[config.mk]
export PLATFORM = sky130hd
export DESIGN_NAME = prpi_ram
export DESIGN_NICKNAME = d
export VERILOG_FILES = /design/src/hdl/prpi_ram.sv
export SDC_FILE = /design/constraint.sdc
export NUM_CORES = 1
export LEC_CHECK = 0
export BUFFER_PORTS_ARGS = -buffer_cell sky130_fd_sc_hd__buf_2
export CAP_MARGIN = 0
export CORE_MARGIN = 3
export CORE_UTILIZATION = 54
export DETAILED_ROUTE_END_ITERATION = 8
export PLACE_DENSITY = 0.85
export SYNTH_ARGS = -nofsm -noshare
export SYNTH_HDL_FRONTEND = slang
export SYNTH_SLANG_ARGS = --single-unit
[constraint.sdc]
create_clock -name clk_i -period 1.75 [get_ports clk_i]
set_input_delay 0.35 -clock clk_i [delete_from_list [all_inputs] [get_ports clk_i]]
set_output_delay 0.35 -clock clk_i [all_outputs]
set_load 0.1 [all_outputs]
[src/hdl/prpi_ram.sv]
// Generic single-write, single-read RAM with registered read data.
module prpi_ram #(
  parameter int WIDTH = 8,
  parameter int DEPTH = 16
) (
  input  logic                     clk_i,
  input  logic                     we_i,
  input  logic [$clog2(DEPTH)-1:0] waddr_i,
  input  logic [WIDTH-1:0]         wdata_i,
  input  logic [$clog2(DEPTH)-1:0] raddr_i,
  output logic [WIDTH-1:0]         rdata_o
);

  logic [WIDTH-1:0] mem_q [DEPTH];
  logic [WIDTH-1:0] rdata_q;

  always_ff @(posedge clk_i) begin
    if (we_i) begin
      mem_q[waddr_i] <= wdata_i;
    end
    rdata_q <= mem_q[raddr_i];
  end

  assign rdata_o = rdata_q;

endmodule

==> results of run 1 <==
cell type report:
| class | instances | area (sq um) | share of cell area (%) |
|---|---|---|---|
| well taps | 126 | 158 | 2.58 |
| flip-flops and latches | 136 | 4000 | 65.6 |
| clock inverters | 15 | 160 | 2.62 |
| multi-input cells | 83 | 1060 | 17.4 |
| repair buffers | 44 | 305 | 5.00 |
| clock buffers | 17 | 414 | 6.79 |
sequential cells by signal, indices dropped and copies added (netlist names):
signal	flops
mem_q	128
rdata_o	8
worst max-delay path by stage:
stage                     startpoint          end  slack, ns  depth (start not counted)
after global placement    raddr_i[0]   rdata_o[0]       0.05                          5
after global routing      rdata_o[1]   rdata_o[1]       0.04                          1
after floorplan           waddr_i[2]  mem_q[3][0]       0.13                          2
final                     rdata_o[1]   rdata_o[1]       0.09                          1
after CTS                 rdata_o[1]   rdata_o[1]       0.05                          1
after detailed placement  raddr_i[0]   rdata_o[4]       0.03                          5
power breakdown:
part / total, mW / switching, mW / internal, mW / leakage [nW]
Combinational: 0.497 / 0.347 / 0.150 / 0.586
Sequential: 3.67 / 0.0230 / 3.64 / 1.22
Clock: 3.38 / 1.24 / 2.14 / 0.273
Total: 7.55 / 1.61 / 5.93 / 2.08
Yosys cell counts, types with 3 or more instances:
master                              n
sky130_fd_sc_hd__mux4_1            14
sky130_fd_sc_hd__a22oi_1           16
sky130_fd_sc_hd__buf_6              3
sky130_fd_sc_hd__nand2_1            9
sky130_fd_sc_hd__nor2_1            13
sky130_fd_sc_hd__buf_2              3
sky130_fd_sc_hd__dfxtp_1            8
sky130_fd_sc_hd__mux4_2            18
sky130_fd_sc_hd__edfxtp_1         128
sky130_fd_sc_hd__clkdlybuf4s25_2    3
sky130_fd_sc_hd__nor3_1             4
placed cells by master (no fill, tap or decap):
cell type / instances
sky130_fd_sc_hd__edfxtp_1: 128
sky130_fd_sc_hd__buf_2: 25
sky130_fd_sc_hd__mux4_2: 18
sky130_fd_sc_hd__a22oi_1: 16
sky130_fd_sc_hd__clkbuf_16: 16
sky130_fd_sc_hd__buf_4: 16
sky130_fd_sc_hd__mux4_1: 14
sky130_fd_sc_hd__nor2_1: 13
sky130_fd_sc_hd__nand2_1: 9
sky130_fd_sc_hd__dfxtp_1: 8
sky130_fd_sc_hd__clkinv_1: 4
sky130_fd_sc_hd__nor3_1: 3
sky130_fd_sc_hd__bufinv_16: 3
sky130_fd_sc_hd__clkinv_2: 3
sky130_fd_sc_hd__clkinvlp_4: 3
sky130_fd_sc_hd__buf_12: 3
sky130_fd_sc_hd__nand3b_1: 2
sky130_fd_sc_hd__nand2b_1: 2
sky130_fd_sc_hd__clkinv_4: 2
sky130_fd_sc_hd__nor2b_1: 1
sky130_fd_sc_hd__and2_1: 1
sky130_fd_sc_hd__and2b_1: 1
sky130_fd_sc_hd__nand3_1: 1
sky130_fd_sc_hd__or3b_2: 1
sky130_fd_sc_hd__nor3_2: 1
sky130_fd_sc_hd__clkbuf_8: 1
metal layers:
layer / global-route usage (%) / wire length (um)
met5: 0 / 0
met4: 8.26 / 153
met3: 4.66 / 630
met2: 33.1 / 5180
met1: 24.3 / 3820
kinds of logic (layout without fill, tap and decap cells):
group           count (synthesis)  count (layout)
simple gates                   35              35
compound gates                 16              16
mux                            32              32
buf+inv                        10              76
flops                         136             136
==> impl_metrics.csv, run 1 <==
group,metric,value,unit
run_status,status,"finished, final reports clean",
power_and_ir_drop,power,7.55,mW
route,drt-vias-per-instance,5.96,
sta,timing_hold_violations_final,0,
critical_path,timing.critical_path.cells,"buf_2",
cts,cts_buffers,17,
logic_synthesis,dominant_combinational_cell_family_by_area_after_synthesis,"multiplexers",
power_and_ir_drop,p_leak,2.08,nW
sta,count_of_pins_over_their_slew_limit,0,
finish,final_net_count,300,
finish,postLayoutCoreUtil,68.0,%
logic_synthesis,synth-main-ff-cell,"sky130_fd_sc_hd__edfxtp_1",
logic_synthesis,syn_avg_cell_area,22.5,sq um
route,dr_pass1_iterations,5,
logic_synthesis,synth-simple-area-share,3.18,%
power_and_ir_drop,cellPowerDensity,1240,nW/um^2
logic_synthesis,synth-warning-count,0,
finish,fill_cell_total_of_the_finished_layout,544,
finish,syn2layout_area_growth,18.6,%
floorplan,placement_rows,34,
logic_synthesis,synth-compound-area-share,2.33,%
grt,global_route.usage.total,19.5,%
critical_path,worst_r2r_endpoint,"rdata_o[0]",
cts,clk_root_buffer_cell,"sky130_fd_sc_hd__clkbuf_8",
grt,number_of_global_route_vias_before_repair,2665,
critical_path,timing.critical_path.from_type,"flop",
floorplan,die-width,104,um
logic_synthesis,synth_largest_type_area_fraction,74.7,%
route,dr.first_iter.drc_count,263,
grt,first_pass_grt_wire_length,15300,um
placed_design,placed_cells_incl_taps,389,
hold_path,min_path_cells,1,
finish,post_layout_nonfiller_instances,421,
finish,post-route-cell-area,6100,sq um
logic_synthesis,summed_instance_area_of_the_synthesized_netlist,5150,sq um
logic_synthesis,synthArstFlopShare,0,%
cts,count_of_h_tree_levels_built_during_cts,4,
grt,grt_overflow,0,
logic_synthesis,yosys.cell_types.count,19,
hold_path,min-delay-path-class,"input port to flop",
sta,final-setup-viol-count,0,
placed_design,dpl_cell_area,5530,sq um
cts,clk_latency,0.51,ns
critical_path,timing.reg2reg.worst_path_depth,3,
sta,worst-slew-pin-transition,0.635,ns
cts,hold_buffers,0,
critical_path,critPathTopFamily,"buffers and inverters",
finish,insertedDiodeCount,0,
critical_path,worst-path-buf-inv,1,
logic_synthesis,synth.top_cells.by_area,"sky130_fd_sc_hd__edfxtp_1 75%, sky130_fd_sc_hd__mux4_2 7.9%, sky130_fd_sc_hd__mux4_1 7.1%, sky130_fd_sc_hd__dfxtp_1 3.1%, sky130_fd_sc_hd__a22oi_1 2.3%",
critical_path,worst-path-max-fanout,1,
logic_synthesis,synth_top_cell_by_area,"sky130_fd_sc_hd__edfxtp_1",
floorplan,fp.dieH,104,um
sta,fin_ws,0.0921,ns
finish,final_layout_size_suffix_gt1_share,31.2,%
hold_path,timing.hold.worst.start,"wdata_i[2]",
critical_path,setup_crit_path_kind,"flop to primary output",
sta,clock_tree_skew_after_final_layout,0.00803,ns
logic_synthesis,synth.yosys.seq_area_share,77.8,%
logic_synthesis,post_synth_inst_count,229,
route,routed_wire_length,9780,um
sta,fin_worst_hold_slack,0.226,ns
logic_synthesis,post_synth_fa_ha_maj_area_fraction,0,%
sta,portion_of_the_clock_cycle_consumed_by_the_worst_path_in_the_final_layout,94.7,%
grt,grt_start_max_net_pins,33,
cts,cts.reportedPaths.clkPinSlew,0.06,ns
placed_design,place.gp.congestion,0.776,
critical_path,slowest_stage,"sky130_fd_sc_hd__buf_2",
sta,max_freq,0.603,GHz
cts,post_cts.resized_instances,0,
sta,maxSlewHeadroom,57.5,%
cts,cts_post_setup_buffers_inserted,0,
critical_path,reg2reg_slack,0.38,ns
floorplan,total_die_area,10700,sq um
floorplan,initial_core_util,57.3,%
logic_synthesis,synth_xor_area_share,0,%
critical_path,cp_data_required_time,1.40,ns
critical_path,timing.critical_path.arrival,1.31,ns
critical_path,critical_path_end_type,"primary output",
job,timing.max_cap.violations,0,
sta,rsz0062_at_grt,"no",
sta,period_minus_slack,1.66,ns
hold_path,holdPathEnd,"mem_q[5][2]",
cts,clock_tree.buffer_depth,2,
route,vias,2510,
power_and_ir_drop,vdd.ir_drop.worst,0.00106,V
logic_synthesis,number_of_synthesized_register_bits,136,
logic_synthesis,synth_edf_count,128,
route,route.detailed.drc,0,
placed_design,detailedPlace.worstSlack,0.0287,ns
logic_synthesis,synth_mux_area_share,15.0,%
critical_path,regToRegStartpoint,"mem_q[2][0]",
critical_path,worst_path_largest_cell_delay,0.45,ns
route,avgRoutedWirePerCell,23.2,um
floorplan,core,8980,sq um
floorplan,ios,26,
grt,antenna_found_initial,0,
logic_synthesis,synth_nets,247,
cts,cts_num_sinks,136,
sta,timing.setup.tns,0,ns
cts,tritoncts,"done",
route,antenna_violating_nets_post_route,0,
placed_design,port_buffers,25,
No activity file was read; power rests on OpenSTA's default activity.
==> inputs of run 2 (changes only) <==
- PLACE_DENSITY: 0.85 -> 0.83
- clock period: 1.75 -> 1.7 ns (I/O delays scaled with it)
==> impl_metrics.csv, run 2 (same netlist as run 1, synthesis figures left out) <==
group,metric,value,unit
run_status,status,"finished, final reports clean",
floorplan,initial_core_util,57.3,%
critical_path,cp_data_required_time,1.36,ns
sta,maxSlewHeadroom,67.0,%
floorplan,fp.dieH,104,um
floorplan,ios,26,
job,timing.max_cap.violations,0,
sta,final-setup-viol-count,0,
grt,grt_overflow,0,
route,dr.first_iter.drc_count,188,
placed_design,detailedPlace.worstSlack,-0.102,ns
critical_path,timing.critical_path.arrival,1.30,ns
cts,cts_num_sinks,136,
sta,fin_ws,0.0585,ns
critical_path,critical_path_end_type,"primary output",
critical_path,timing.critical_path.cells,"buf_2",
cts,clk_latency,0.52,ns
sta,rsz0062_at_grt,"no",
floorplan,placement_rows,34,
finish,insertedDiodeCount,0,
finish,syn2layout_area_growth,20.2,%
critical_path,setup_crit_path_kind,"flop to primary output",
placed_design,place.gp.congestion,0.719,
route,antenna_violating_nets_post_route,0,
sta,clock_tree_skew_after_final_layout,0.00642,ns
sta,max_freq,0.609,GHz
placed_design,port_buffers,25,
grt,global_route.usage.total,19.6,%
critical_path,regToRegStartpoint,"mem_q[6][0]",
sta,count_of_pins_over_their_slew_limit,0,
finish,fill_cell_total_of_the_finished_layout,523,
cts,clock_tree.buffer_depth,2,
floorplan,die-width,104,um
grt,grt_start_max_net_pins,33,
cts,tritoncts,"done",
cts,cts_buffers,17,
finish,largest_register_ffs,128,
finish,most_flops_register,"mem_q",
power_and_ir_drop,seqPwrFrac,46.5,%
grt,first_pass_grt_wire_length,15200,um
critical_path,slowest_stage,"sky130_fd_sc_hd__buf_2",
power_and_ir_drop,netSwitchingFraction,20.7,%
hold_path,timing.hold.worst.start,"wdata_i[4]",
hold_path,min_path_cells,1,
finish,final_layout_size_suffix_gt1_share,33.4,%
route,vias,2445,
finish,most_frequent_cells_in_the_layout,"128 x sky130_fd_sc_hd__edfxtp_1, 23 x sky130_fd_sc_hd__buf_2, 22 x sky130_fd_sc_hd__buf_4",
grt,number_of_global_route_vias_before_repair,2588,
finish,final_common_cell,"sky130_fd_sc_hd__edfxtp_1",
hold_path,holdPathEnd,"mem_q[4][4]",
route,drt-vias-per-instance,5.75,
power_and_ir_drop,clock_group_share_of_total_power,47.2,%
power_and_ir_drop,p_leak,2.14,nW
placed_design,dpl_cell_area,5550,sq um
route,route.detailed.drc,0,
sta,worst-slew-pin-transition,0.498,ns
hold_path,min-delay-path-class,"input port to flop",
route,dr_pass1_iterations,4,
sta,portion_of_the_clock_cycle_consumed_by_the_worst_path_in_the_final_layout,96.6,%
power_and_ir_drop,cellPowerDensity,1310,nW/um^2
finish,final_net_count,304,
cts,hold_buffers,0,
critical_path,worst-path-max-fanout,1,
cts,count_of_h_tree_levels_built_during_cts,4,
cts,clk_root_buffer_cell,"sky130_fd_sc_hd__clkbuf_8",
critical_path,worst_r2r_endpoint,"rdata_o[0]",
floorplan,total_die_area,10700,sq um
power_and_ir_drop,internal_power,6.45,mW
power_and_ir_drop,vdd.ir_drop.worst,0.000703,V
floorplan,core,8980,sq um
critical_path,cp.depth,1,
power_and_ir_drop,p_switching,1.68,mW
route,avgRoutedWirePerCell,22.3,um
critical_path,reg2reg_slack,0.34,ns
power_and_ir_drop,comb_power_share,6.3,%
finish,post-route-cell-area,6190,sq um
critical_path,timing.critical_path.from_type,"flop",
placed_design,place.detailed.hpwl,5960,um
cts,cts.reportedPaths.clkPinSlew,0.06,ns
sta,timing_hold_violations_final,0,
sta,period_minus_slack,1.64,ns
critical_path,timing.reg2reg.worst_path_depth,3,
critical_path,worst-path-buf-inv,1,
critical_path,worst_path_largest_cell_delay,0.43,ns
grt,antenna_found_initial,0,
route,routed_wire_length,9470,um
critical_path,critPathTopFamily,"buffers and inverters",
==> run 2: routing by layer <==
metal	global-route usage, %	part of all wire (%)
met4	10.2	1.7
met3	5.85	5.3
met5	0	0
met2	31.1	53
met1	24.9	40
==> run 2: power groups by stage <==
stage               combinational (mW)  clock (mW)  sequential (mW)
global placement                 0.492           0             3.84
finish                           0.511        3.84             3.78
detailed placement               0.505           0             3.84
floorplan                        0.191           0             4.00
global route                     0.544        4.04             3.78
CTS                              0.516        3.91             3.78
==> run 2: what timing repair did <==
item / in CTS / in global routing
resized for setup: 1 / 1
pin swaps: 0 / 0
setup buffers: 0 / 0
endpoints found under the setup margin: 1 / 1
==> run 2: layout make-up <==
| type | instances | area [sq um] | area share, % |
|---|---|---|---|
| clock buffers | 21 | 469 | 7.58 |
| clock inverters | 11 | 168 | 2.71 |
| flip-flops and latches | 136 | 4000 | 64.7 |
| multi-input cells | 83 | 1060 | 17.2 |
| repair buffers | 48 | 328 | 5.30 |
| well taps | 126 | 158 | 2.55 |
==> run 2: through the flow <==
stage	power, mW	instances	hold WS (ns)	TNS, ns	util, %
after floorplan	4.19	229	0.439	0	-
after global placement	4.33	393	0.653	-0.0366	61.8
after detailed placement	4.35	393	0.658	-0.134	61.8
after CTS	8.21	425	0.169	0	68.9
after global routing	8.37	425	0.200	0	68.9
final	8.13	425	0.206	0	68.9
==> run 2: worst max-delay path by stage <==
stage	startpoint	endpoint
global placement	raddr_i[0]	rdata_o[0]
floorplan	waddr_i[2]	mem_q[3][0]
finish	rdata_o[1]	rdata_o[1]
global route	rdata_o[1]	rdata_o[1]
CTS	rdata_o[7]	rdata_o[7]
detailed placement	raddr_i[0]	rdata_o[2]
